[src/hw/rtl/sdp_pkg.sv]
// sdp_pkg: types, codes and constants of the signed decimal parser
// used by the accumulate and range-check parts, the top level and its checker
package sdp_pkg;

	localparam int VALUE_WIDTH = 64;
	localparam int MAG_W       = VALUE_WIDTH - 1;
	localparam int PROD_W      = MAG_W + 4;
	localparam int DATA_W      = 64;
	localparam int CFG_IDX_W   = 2;

	localparam logic [7:0] CH_MINUS = 8'h2d;
	localparam logic [7:0] CH_PLUS  = 8'h2b;
	localparam logic [7:0] CH_ZERO  = 8'h30;
	localparam logic [7:0] CH_NINE  = 8'h39;
	localparam logic [3:0] RADIX    = 4'd10;

	localparam logic [MAG_W-1:0]  MAG_LIMIT = {MAG_W{1'b1}};
	localparam logic [DATA_W-1:0] MIN_RESET = {1'b1, {(DATA_W-1){1'b0}}};
	localparam logic [DATA_W-1:0] MAX_RESET = {1'b0, {(DATA_W-1){1'b1}}};

	localparam logic [CFG_IDX_W-1:0] CFG_MIN_VALUE = 2'd0;
	localparam logic [CFG_IDX_W-1:0] CFG_MAX_VALUE = 2'd1;

	typedef enum logic [1:0] {
		ST_OK    = 2'd0,
		ST_ERROR = 2'd1,
		ST_UNDER = 2'd2,
		ST_OVER  = 2'd3
	} status_t;

	typedef struct packed {
		logic [7:0] char_byte;
		logic       last;
		logic       empty_string;
	} item_t;

	typedef struct packed {
		logic [DATA_W-1:0] value;
		status_t           status;
	} result_t;

	// running state of the string being parsed
	typedef struct packed {
		logic [MAG_W-1:0] magnitude;
		logic             negative;
		logic             at_first_char;
		logic             bad_string;
	} parse_state_t;

	// finished string, handed from the accumulator to the range check
	typedef struct packed {
		logic [MAG_W-1:0] magnitude;
		logic             negative;
		logic             error;
	} fin_t;

	localparam parse_state_t STATE_RESET = '{
		magnitude:     '0,
		negative:      1'b0,
		at_first_char: 1'b1,
		bad_string:    1'b0
	};

endpackage

[src/hw/rtl/sdp_accum.sv]
// sdp_accum: one character step of the parser (sign, digit accumulate, exact overflow)
// depends on sdp_pkg
module sdp_accum (
	input  sdp_pkg::parse_state_t state,
	input  sdp_pkg::item_t        item,
	output sdp_pkg::parse_state_t state_nxt,
	output logic                  finish,
	output sdp_pkg::fin_t         fin
);
	import sdp_pkg::*;

	logic              is_sign;
	logic              num_char;
	logic [3:0]        digit;
	logic [PROD_W-1:0] prod;
	logic              too_big;
	parse_state_t      upd;

	assign is_sign  = state.at_first_char && ((item.char_byte == CH_MINUS) ||
	                                          (item.char_byte == CH_PLUS));
	assign num_char = (item.char_byte >= CH_ZERO) && (item.char_byte <= CH_NINE);
	assign digit    = 4'(item.char_byte - CH_ZERO);

	// magnitude * 10 + digit, exact against the largest magnitude
	assign prod    = PROD_W'(state.magnitude) * PROD_W'(RADIX) + PROD_W'(digit);
	assign too_big = prod > PROD_W'(MAG_LIMIT);

	always_comb begin
		upd               = state;
		upd.at_first_char = 1'b0;
		if (is_sign) begin
			upd.negative = (item.char_byte == CH_MINUS);
		end else if (num_char) begin
			if (!state.bad_string) begin
				if (too_big) begin
					upd.bad_string = 1'b1;
				end else begin
					upd.magnitude = MAG_W'(prod);
				end
			end
		end else begin
			upd.bad_string = 1'b1;
		end
	end

	always_comb begin
		finish    = item.empty_string || item.last;
		state_nxt = finish ? STATE_RESET : upd;
		fin.magnitude = upd.magnitude;
		fin.negative  = upd.negative;
		fin.error     = item.empty_string || upd.bad_string || is_sign;
	end

endmodule

[src/hw/rtl/sdp_range.sv]
// sdp_range: signs a finished magnitude and checks it against the min and max registers
// depends on sdp_pkg
module sdp_range (
	input  sdp_pkg::fin_t                fin,
	input  logic [sdp_pkg::DATA_W-1:0]   min_value,
	input  logic [sdp_pkg::DATA_W-1:0]   max_value,
	output sdp_pkg::result_t             res
);
	import sdp_pkg::*;

	logic [VALUE_WIDTH-1:0] mag_w;
	logic [VALUE_WIDTH-1:0] val_w;
	logic [DATA_W-1:0]      val;

	assign mag_w = VALUE_WIDTH'(fin.magnitude);
	assign val_w = fin.negative ? (~mag_w + VALUE_WIDTH'(1)) : mag_w;
	assign val   = DATA_W'($signed(val_w));

	always_comb begin
		if (fin.error) begin
			res.value  = '0;
			res.status = ST_ERROR;
		end else begin
			res.value = val;
			// underflow is tested first
			if ($signed(val) < $signed(min_value)) begin
				res.status = ST_UNDER;
			end else if ($signed(max_value) < $signed(val)) begin
				res.status = ST_OVER;
			end else begin
				res.status = ST_OK;
			end
		end
	end

endmodule

[src/hw/rtl/signed_decimal_parser_range_check_top.sv]
// signed_decimal_parser_range_check_top: decimal string to signed integer with range check
// depends on sdp_pkg, sdp_accum, sdp_range
//
//   channel   direction  handshake              payload
//   item      in         item_valid/item_stall  item_t: char_byte, last, empty_string
//   result    out        result_valid/stall     result_t: value, status
//   cfg       in         cfg_valid/cfg_ready    cfg_index, cfg_data (min, max)
//
// one character per cycle while item_stall is low; the accumulate step is one constant multiply-add
// pipeline: input register (_s1), finished-string register (_s2), result register
// item_stall rises only when a finishing character waits behind a full _s2 and a
// stalled result; other characters keep flowing while a result waits
// reset clears the parse state, the valid bits and sets min/max to the full range
module signed_decimal_parser_range_check_top (
	input  logic                              clk,
	input  logic                              arst_n,
	input  logic                              item_valid,
	output logic                              item_stall,
	input  sdp_pkg::item_t                    item,
	output logic                              result_valid,
	input  logic                              result_stall,
	output sdp_pkg::result_t                  result,
	input  logic                              cfg_valid,
	output logic                              cfg_ready,
	input  logic [sdp_pkg::CFG_IDX_W-1:0]     cfg_index,
	input  logic [sdp_pkg::DATA_W-1:0]        cfg_data
);
	import sdp_pkg::*;

	// config registers
	logic [DATA_W-1:0] min_value_q;
	logic [DATA_W-1:0] max_value_q;

	// input stage
	logic  item_valid_s1;
	item_t item_s1;

	// parse state, updated once per character leaving _s1
	parse_state_t state_q;
	parse_state_t state_nxt;
	logic         s1_finish;
	fin_t         s1_fin;

	// finished string stage
	logic fin_valid_s2;
	fin_t fin_s2;

	// result register
	logic    res_valid_q;
	result_t res_q;
	result_t res_nxt;

	logic out_free;
	logic s2_free;
	logic s1_adv;

	// backpressure chain from the result side toward the input
	assign out_free   = !res_valid_q || !result_stall;
	assign s2_free    = !fin_valid_s2 || out_free;
	assign s1_adv     = item_valid_s1 && (!s1_finish || s2_free);
	assign item_stall = item_valid_s1 && !s1_adv;

	assign cfg_ready = 1'b1;

	always_ff @(posedge clk or negedge arst_n) begin
		if (!arst_n) begin
			min_value_q <= MIN_RESET;
			max_value_q <= MAX_RESET;
		end else if (cfg_valid && cfg_ready) begin
			case (cfg_index)
				CFG_MIN_VALUE: min_value_q <= cfg_data;
				CFG_MAX_VALUE: max_value_q <= cfg_data;
				default: ;
			endcase
		end
	end

	// input register: load whenever it is empty or moving on
	always_ff @(posedge clk or negedge arst_n) begin
		if (!arst_n) begin
			item_valid_s1 <= 1'b0;
		end else if (!item_stall) begin
			item_valid_s1 <= item_valid;
		end
	end

	always_ff @(posedge clk) begin
		if (item_valid && !item_stall) begin
			item_s1 <= item;
		end
	end

	sdp_accum u_accum (
		.state     (state_q),
		.item      (item_s1),
		.state_nxt (state_nxt),
		.finish    (s1_finish),
		.fin       (s1_fin)
	);

	always_ff @(posedge clk or negedge arst_n) begin
		if (!arst_n) begin
			state_q <= STATE_RESET;
		end else if (s1_adv) begin
			state_q <= state_nxt;
		end
	end

	// finished string waits here for the range check
	always_ff @(posedge clk or negedge arst_n) begin
		if (!arst_n) begin
			fin_valid_s2 <= 1'b0;
		end else if (s2_free) begin
			fin_valid_s2 <= s1_adv && s1_finish;
		end
	end

	always_ff @(posedge clk) begin
		if (s1_adv && s1_finish) begin
			fin_s2 <= s1_fin;
		end
	end

	sdp_range u_range (
		.fin       (fin_s2),
		.min_value (min_value_q),
		.max_value (max_value_q),
		.res       (res_nxt)
	);

	// result register, held while the receiver stalls
	always_ff @(posedge clk or negedge arst_n) begin
		if (!arst_n) begin
			res_valid_q <= 1'b0;
		end else if (out_free) begin
			res_valid_q <= fin_valid_s2;
		end
	end

	always_ff @(posedge clk) begin
		if (fin_valid_s2 && out_free) begin
			res_q <= res_nxt;
		end
	end

	assign result_valid = res_valid_q;
	assign result       = res_q;

endmodule

[config.mk]
export PLATFORM = sky130hd
export DESIGN_NAME = signed_decimal_parser_range_check_top
export DESIGN_NICKNAME = d
export VERILOG_FILES = /design/src/hw/rtl/sdp_pkg.sv /design/src/hw/rtl/sdp_accum.sv /design/src/hw/rtl/sdp_range.sv /design/src/hw/rtl/signed_decimal_parser_range_check_top.sv
export SDC_FILE = /design/constraint.sdc
export NUM_CORES = 1
export LEC_CHECK = 0
export BUFFER_PORTS_ARGS = -buffer_cell sky130_fd_sc_hd__clkbuf_2
export CAP_MARGIN = 0
export CORE_UTILIZATION = 45
export CTS_CLUSTER_DIAMETER = 60
export DETAILED_ROUTE_END_ITERATION = 7
export GPL_ROUTABILITY_DRIVEN = 1
export GPL_TIMING_DRIVEN = 0
export PLACE_DENSITY = 0.65
export SYNTH_ARGS = -nofsm -noshare
export SYNTH_HDL_FRONTEND = slang
export SYNTH_SLANG_ARGS = --single-unit
[constraint.sdc]
create_clock -name clk -period 17.2 [get_ports clk]
set_clock_uncertainty 0.1 [all_clocks]
set_input_delay 1.72 -clock clk [delete_from_list [all_inputs] [get_ports clk]]
set_output_delay 1.72 -clock clk [all_outputs]
set_load 0.05 [all_outputs]
=== Yosys cells after proc, flatten, opt, wreduce, memory -nomap -nowiden ===
Index checks and enable logic that the tools add are counted.
W data, S select, Z words.

* Multipliers: 1
* $lt $le $gt $ge: 5
* Equality and inequality tests: 3
* Add/subtract/negate cells: 3
* Reduce and logical (&&, ||, !) cells: 23
* Bitwise logic cells: 1
* Mux-type cells: 13

{| class="wikitable"
|+ Operators with widths
! cell !! count
|-
| $mux W63 || 4
|-
| $lt A64 B64 Y1 || 2
|-
| $add A67 B4 Y67 || 1
|-
| $gt A67 B63 Y1 const B || 1
|-
| $mul A63 B3 Y66 const B || 1
|-
| $mux W66 || 1
|-
| $add A64 B1 Y64 const B || 1
|-
| $mux W64 || 1
|-
| $not A63 Y64 || 1
|-
| $eq A8 B6 Y1 const B || 2
|-
| $ge A8 B6 Y1 const B || 1
|-
| $le A8 B6 Y1 const B || 1
|-
| $logic_and A1 B1 Y1 || 7
|-
| $logic_or A1 B1 Y1 || 7
|-
| $logic_not A1 Y1 || 6
|-
| $mux W1 || 5
|-
| $mux W2 || 2
|-
| $reduce_and A2 Y1 || 2
|-
| $sub A4 B1 Y4 const B || 1
|-
| $eq A2 B1 Y1 const B || 1
|-
| $logic_not A2 Y1 || 1
|}

* Flip-flop bits (word level): 338
* Input bits: 81

=== Depth between registers and ports, before layout ===
Gate-level depths: netlist (run 1).

* Word-level depth: 9
* Gate-level depth with buffers: 24
* Mapped depth without buffers: 24

=== Modules after synthesis ===
Synthesis (run 1) repeated with hierarchy kept, for this count alone.

* Cell total of the unflattened synthesis: 2490
* Area total of the unflattened synthesis: 25315.5 sq um

{| class="wikitable"
|+ Modules (own cells, without submodules)
! module !! times used !! seq. area each (sq um) !! area each (sq um) !! cells each
|-
| signed_decimal_parser_range_check_top || 1 || 9245.1 || 11674.9 || 569
|-
| sdp_accum || 1 || 0.0 || 8608.3 || 1178
|-
| sdp_range || 1 || 0.0 || 5032.3 || 743
|}

=== Worst setup path after synthesis (run 1) ===
No wires, ideal clock.

* Path kind: input to register
* From: input port result_stall
* To: register res_q (netlist bit result[0]), enable pin
* Arrival time: 6.504 ns
* Path buffers: 0
* Setup slack: 10.005 ns
* Stages on the path: 1
* Data required time: 16.509 ns
* Cell sequence: a21boi_0

* Cells in the longest elaborated chain, start to end: 3

{| class="wikitable"
|+ Ends and longest elaborated chain
! item !! line !! RTL
|-
| start: declaration || signed_decimal_parser_range_check_top.sv:21 || <nowiki>input logic result_stall,</nowiki>
|-
| $logic_not A1 Y1 || signed_decimal_parser_range_check_top.sv:58 || <nowiki>assign out_free = !res_valid_q || !result_stall;</nowiki>
|-
| $logic_or A1 B1 Y1 || signed_decimal_parser_range_check_top.sv:58 ||
|-
| $logic_and A1 B1 Y1 || signed_decimal_parser_range_check_top.sv:141 || <nowiki>if (fin_valid_s2 && out_free) begin</nowiki>
|-
| end signal: assignment || signed_decimal_parser_range_check_top.sv:142 || <nowiki>res_q <= res_nxt;</nowiki>
|-
| end: declaration || signed_decimal_parser_range_check_top.sv:50 || <nowiki>result_t res_q;</nowiki>
|}

No other way between the ends.
A chain may end at the register's enable or synchronous reset.

==> metrics.yaml, run 1 <==
yosys:
  synth_nets: 2752
  yosys.area_share.simple_pct: 14.2
  synth_top_area_cell: "edfxtp_1"
  async_reset_ff_share_pct: 58.3
  muxShareOfSynthArea_pct: 6.25
  synth.cell_area_mm2: 0.0239
  synth-main-ff-cell: "edfxtp_1"
  yosysUniqueCellTypes: 87
  synth_edf_count: 141
  avgSynthCellArea_um2: 9.89
  synth_top_family_by_area: "compound AO/OA/AOI/OAI gates"
  synth_top_area_share_pct: 17.7
  synth_adder_area_share_pct: 13.4
  synth-compound-area-share_pct: 17.2
  ys_warn_count: 0
  synth_xor_area_share_pct: 5.94
  netlist_instances: 2417
  synthTopCellsByArea: "edfxtp_1 (18%), dfrtp_1 (14%), ha_1 (13%)"
  ys_seq_area_share_pct: 38.7
  synth_seq_cells: 338
clock_tree:
  cts_buffers: 40
  post_cts_buffers: 0
  cts_hold_buf: 0
  cts-root-buf: "clkbuf_16"
  post_cts_resized: 0
  cts.sinks: 338
  clk_path_buf_depth: 3
  cts_tree: "built"
  htree_levels: 2
  clkLatencyLatePin_ns: 0.57
  clk_pin_slew_ns: 0.06
global_route:
  grt_usage_pct: 25.1
  grt_pass1_vias: 19100
  grt_pass1_wl_um: 105000
  overflow: 0
  grt_max_degree: 92
  grt_antenna_before_repair: 0
final_layout:
  nNetsFinal: 2948
  multi_input_area_mm2: 0.0136
  nFillCells: 4772
  antenna_cells: 0
  seq_area_mm2: 0.00925
  areaGrowthSynthToFinish_pct: 13.1
  drive_gt1_share_pct: 18.1
pwr:
  swShare_pct: 29.9
  p_seq_share_pct: 42.5
  switchingPower_w: 0.000700
  p_int_w: 0.00165
  vdd.ir_drop.worst_mv: 0.0751
  leakagePower_nw: 12.2
  p_comb_share_pct: 20.4
  powerDensity_mw_per_mm2: 86.8
  p_clk_share_pct: 37.1
worst_setup_path:
  crit_end: "fin_s2[53]"
  rrSetupSlack_ns: 9.86
  reg2reg_to: "fin_s2[53]"
  end_kind: "flop"
  reg2reg_depth: 17
  critPathLaunch: "state_q[6]"
  worstPathArrival_ns: 7.56
  crit_type: "flop to flop"
  crit_fanout: 10
  worstReg2RegStart: "state_q[6]"
  critPathRequiredTime_ns: 17.42
  start_kind: "flop"
floorplanning:
  initial_core_util_pct: 45.5
  ios: 150
  core_area_mm2: 0.0526
  fp.dieW_um: 232
  dieArea_mm2: 0.0540
  die_y_um: 232
  row_count: 84
place:
  place_congestion: 0.917
  pre_cts_ws_ns: 9.96
  hpwl_um: 55200
  port_buffers: 148
status:
  status: "finished, final reports clean"
timing:
  fmax_mhz: 136
  fin_tns_setup_ns: 0
  fin_crit_ns: 7.34
  slew_headroom_pct: 24.0
  slew_violations: 0
  fin_crit_sh_pct: 42.7
  setup_slack_ns: 9.86
  tightest_slew_ns: 1.13
  final-setup-viol-count: 0
  hold_violations: 0
  rsz0062_at_grt: "no"
worst_hold_path:
  hold_depth: 1
  hold_class: "flop to flop"
routing:
  avgRoutedWirePerCell_um: 20.4
  firstDrtPassIters: 7
  drc: 0
  vias: 19500
  postRouteWirelength_um: 68100
  vias_per_cell: 5.86
  drt_iter0_drc: 1433
  antenna_left: 0
job:
  cap_viol_max_count: 0
worst min-delay path by stage:
stage	startpoint	to
floorplan	fin_valid_s2	result_valid
global placement	fin_valid_s2	result_valid
detailed placement	fin_valid_s2	result_valid
CTS	state_q[1]	state_q[1]
global route	state_q[1]	state_q[1]
finish	min_value_q[0]	min_value_q[0]
cell usage after synthesis (61+ instances only):
master      n
a21o_1     87
a21oi_1   113
a32o_1     61
clkbuf_1   66
dfrtp_1   132
dfstp_2    65
edfxtp_1  141
ha_1      252
inv_1     148
mux2_2    130
nand2_1   191
nand4_1    82
nor2_1    161
o21ai_0   154
xnor2_1    71
xor2_1     91
through the flow:
| stage | total power (W) | hold WS, ns | std cells | utilization [%] | cell area, um^2 |
|---|---|---|---|---|---|
| floorplan | 0.00134 | 0.343 | 2417 | - | 23900 |
| global placement | 0.00147 | 0.359 | 3253 | 48.5 | 25500 |
| detailed placement | 0.00149 | 0.396 | 3259 | 48.8 | 25700 |
| CTS | 0.00236 | 0.417 | 3333 | 51.4 | 27000 |
| global route | 0.00245 | 0.440 | 3333 | 51.4 | 27000 |
| finish | 0.00235 | 0.416 | 3333 | 51.4 | 27000 |
cells by family (layout without fill, tap and decap cells):
group | after synthesis | after routing
mux | 133 | 133
flops | 338 | 338
simple gates | 673 | 673
xor+xnor | 162 | 162
fa+ha+maj | 254 | 254
other cells | 1 | 1
buf+inv | 255 | 483
compound gates | 601 | 601
state kept, by name (all words and copies together), names as in the netlist:
signal and count:
result_valid 1, state_q 66, item_s1 10, max_value_q 64, item_valid_s1 1, min_value_q 64, fin_s2 65, fin_valid_s2 1
result 66
final cells by class:
cell class	count	share of cell area, %
multi-input cells	1824	50.4
flip-flops and latches	338	34.2
clock buffers	46	3.90
repair buffers	154	3.24
well taps	688	3.19
inverters	148	2.06
plain buffers	107	1.84
clock inverters	28	1.16
power groups by stage:
stage          Combinational (W)  Sequential (W)  Clock (W)
3_5_place_dp            0.000475         0.00101          0
3_3_place_gp            0.000453         0.00102          0
4_1_cts                 0.000479        0.000998   0.000883
2_1_floorplan           0.000282         0.00106          0
6_report                0.000478        0.000998   0.000869
5_1_grt                 0.000532         0.00101   0.000913
critical path, stage by stage, from the launching register on:
cell	delay (ns)
dfrtp_1	0.60
ha_1	0.32
ha_1	0.26
fa_1	0.41
a211oi_1	0.61
o21a_1	0.28
o211ai_1	0.17
a221o_1	0.42
a31oi_1	0.48
xnor2_1	0.27
nand4_1	0.21
nor4_1	0.99
and4_1	0.45
nand4_1	0.16
mux2_2	0.35
buf_2	0.28
buf_2	0.31
mux2_2	0.41
cells in the final DEF, fill, tap and decap left out, types with 71 or more instances in the layout:
master    synthesis  final
clkbuf_2          1    148
inv_1           148    148
nand2_1         191    191
ha_1            252    252
xor2_1           91     91
nor2_1          161    160
dfrtp_1         132    132
a21o_1           87     87
xnor2_1          71     71
nand4_1          82     82
a21oi_1         113    113
edfxtp_1        141    141
mux2_2          130    130
o21ai_0         154    154
routing by layer:
layer | share of wire [%] | track usage, %
met5 | 0 | 0
met4 | 3.5 | 9.29
met3 | 4.4 | 2.38
met1 | 46 | 34.6
met2 | 46 | 40.6
Note: power is estimated with default switching activity, not from simulation.
==> run 2, diff against run 1 <==
PLACE_DENSITY = 0.67   (was 0.65)
clock period = 6.43 ns   (was 17.2 ns; I/O delays follow)
==> run 2 against run 1 <==
Effect of this change: via count up 0.48%; cell area up 1.0%; non-clock buffer count up 10; maximum frequency up 17%; largest cell class unchanged; sequential power rose to 2.7 times the previous value; largest power group unchanged.
==> metrics.yaml, run 2 (synthesized netlist as in run 1, its figures left out) <==
floorplanning:
  row_count: 84  # unchanged
  dieArea_mm2: 0.0540  # unchanged
  ios: 150  # unchanged
  die_y_um: 232  # unchanged
  fp.dieW_um: 232  # unchanged
  core_area_mm2: 0.0526  # unchanged
  initial_core_util_pct: 45.5  # unchanged
worst_setup_path:
  reg2reg_depth: 22  # +5
  crit_top_cell: "a21oi_1"
  slowest_delay_ns: 0.59  # -0.40 ns
  rrSetupSlack_ns: 0.16  # -9.70 ns
  reg2reg_to: "result[1]"
  end_kind: "flop"
  crit_fanout: 6  # -4
  crit_family: "simple AND/OR/NAND/NOR gates"
  critPathRequiredTime_ns: 6.72  # -10.70 ns
  path_cells: "or4_4 > nor3_4 > and3b_2 > nand3_1 > or3_4 > or3_4 > or4_4 > or3_1 > o31ai_1 > xor2_1 > inv_1 > ha_1 > a21o_1 > a21o_1 > a21oi_1 > nor2b_1 > o21ai_0 > nand2b_1 > a21oi_1 > nand2_1 > mux2_2 > a21oi_1"
  critical_path_buf_inv_count: 1  # -1
  slowest_stage: "or4_4"
  worstPathArrival_ns: 6.57  # -0.99 ns
  crit_type: "flop to flop"
  start_kind: "flop"
  worstReg2RegStart: "fin_s2[9]"
clock_tree:
  cts_tree: "built"
  htree_levels: 2  # unchanged
  cts_buffers: 41  # +2.5%
  clk_path_buf_depth: 3  # unchanged
  cts.sinks: 338  # unchanged
  clkLatencyLatePin_ns: 0.58  # about the same
  cts-root-buf: "clkbuf_16"
  clk_pin_slew_ns: 0.06  # about the same
final_layout:
  final_common_cell: "ha_1"
  areaGrowthSynthToFinish_pct: 14.2
  seq_area_mm2: 0.00925  # about the same
  drive_gt1_share_pct: 19.3  # +1.1 points
  nFillCells: 4684  # -1.8%
  final_cell_mix: "ha_1 (252), nand2_1 (191), nor2_1 (160)"
  antenna_cells: 0  # unchanged
  nNetsFinal: 2959  # +0.37%
  multi_input_area_mm2: 0.0138  # +1.4%
global_route:
  grt_usage_pct: 25.3  # +0.26 points
  grt_pass1_vias: 19500  # +1.8%
  grt_pass1_wl_um: 107000  # +1.0%
  grt_max_degree: 88  # -4.3%
  overflow: 0  # unchanged
  grt_antenna_before_repair: 0  # unchanged
status:
  status: "finished, final reports clean"
routing:
  vias: 19600  # +0.48%
  avgRoutedWirePerCell_um: 20.6  # +0.64%
  drt_iter0_drc: 1436  # +0.21%
  vias_per_cell: 5.86  # +0.12%
  postRouteWirelength_um: 68800  # +1.0%
  antenna_left: 0  # unchanged
  firstDrtPassIters: 5  # -2
  drc: 0  # unchanged
timing:
  tightest_slew_ns: 1.07  # -0.0577 ns
  fin_crit_ns: 6.27  # -1.07 ns
  fmax_mhz: 159  # +17%
  slew_violations: 0  # unchanged
  final-setup-viol-count: 0  # unchanged
  whs_ns: 0.155  # -0.261 ns
  fin_crit_sh_pct: 97.5  # +55 points
  hold_violations: 0  # unchanged
  slew_headroom_pct: 27.9  # +3.9 points
  rsz0062_at_grt: "yes"
worst_hold_path:
  min_from: "item[1]"
  min_to: "item_s1[1]"
  hold_class: "input pin to flop"
  hold_depth: 1  # unchanged
pwr:
  leakagePower_nw: 12.3  # +0.91%
  p_total_w: 0.00629  # +170%
  vdd.ir_drop.worst_mv: 0.170  # +130%
  powerDensity_mw_per_mm2: 230  # +170%
place:
  port_buffers: 148  # unchanged
  hpwl_um: 55100  # -0.25%
  place_congestion: 0.942  # +2.6%
job:
  cap_viol_max_count: 0  # unchanged
[run 2: layer usage]
metal  track usage [%]  vias to the layer above  share of wire [%]
li1                  -                     9384                  -
met1              34.2                     9412                 45
met2              41.2                      664                 46
met3              2.61                      152                4.9
met4              10.5                        0                4.2
met5                 0                        -                  0
[run 2: stage by stage]
step	utilization [%]	cell area [um^2]	cells	setup TNS (ns)	setup WS (ns)
6_report	51.9	27300	3345	0	0.158
5_1_grt	51.9	27300	3345	-0.0546	-0.0478
4_1_cts	51.6	27100	3337	0	0.0267
3_5_place_dp	48.8	25600	3258	-65.12	-0.699
3_3_place_gp	48.5	25500	3253	-175.08	-1.84
2_1_floorplan	-	23900	2417	0	0.278
[run 2: how the worst max path moves through the flow]
stage / slack (ns) / endpoint / from / cells past startpoint
finish: 0.16 / result[1] / fin_s2[9] / 22
global route: -0.05 / result[1] / fin_s2[9] / 22
CTS: 0.03 / state_q[10] / state_q[6] / 17
detailed placement: -0.70 / fin_s2[61] / state_q[6] / 17
global placement: -1.84 / result[10] / result_stall / 2
floorplan: 0.28 / result[0] / result_valid / 1
[run 2: cell type report]
cell class                      count  area share, %
Clock inverter                     13          0.674
Sequential cell                   338           33.9
Tap cell                          688           3.15
Timing Repair Buffer              165           3.51
Buffer                            106           1.81
Clock buffer                       63           4.35
Inverter                          148           2.04
Multi-Input combinational cell   1824           50.6
[run 2: what timing repair did]
action	in CTS	in global routing
hold buffers	1	0
buffers inserted	2	9
pin swaps	1	8
hold endpoints to repair	33	0
endpoints found under the setup margin	129	121
resized for setup	15	21
[run 2: power by group]
| part | internal, W | switching (W) | leakage (nW) |
|---|---|---|---|
| registers | 0.00255 | 0.000122 | 3.79 |
| clock network | 0.00137 | 0.000946 | 0.663 |
| logic | 0.000499 | 0.000798 | 7.86 |
| total | 0.00442 | 0.00187 | 12.3 |
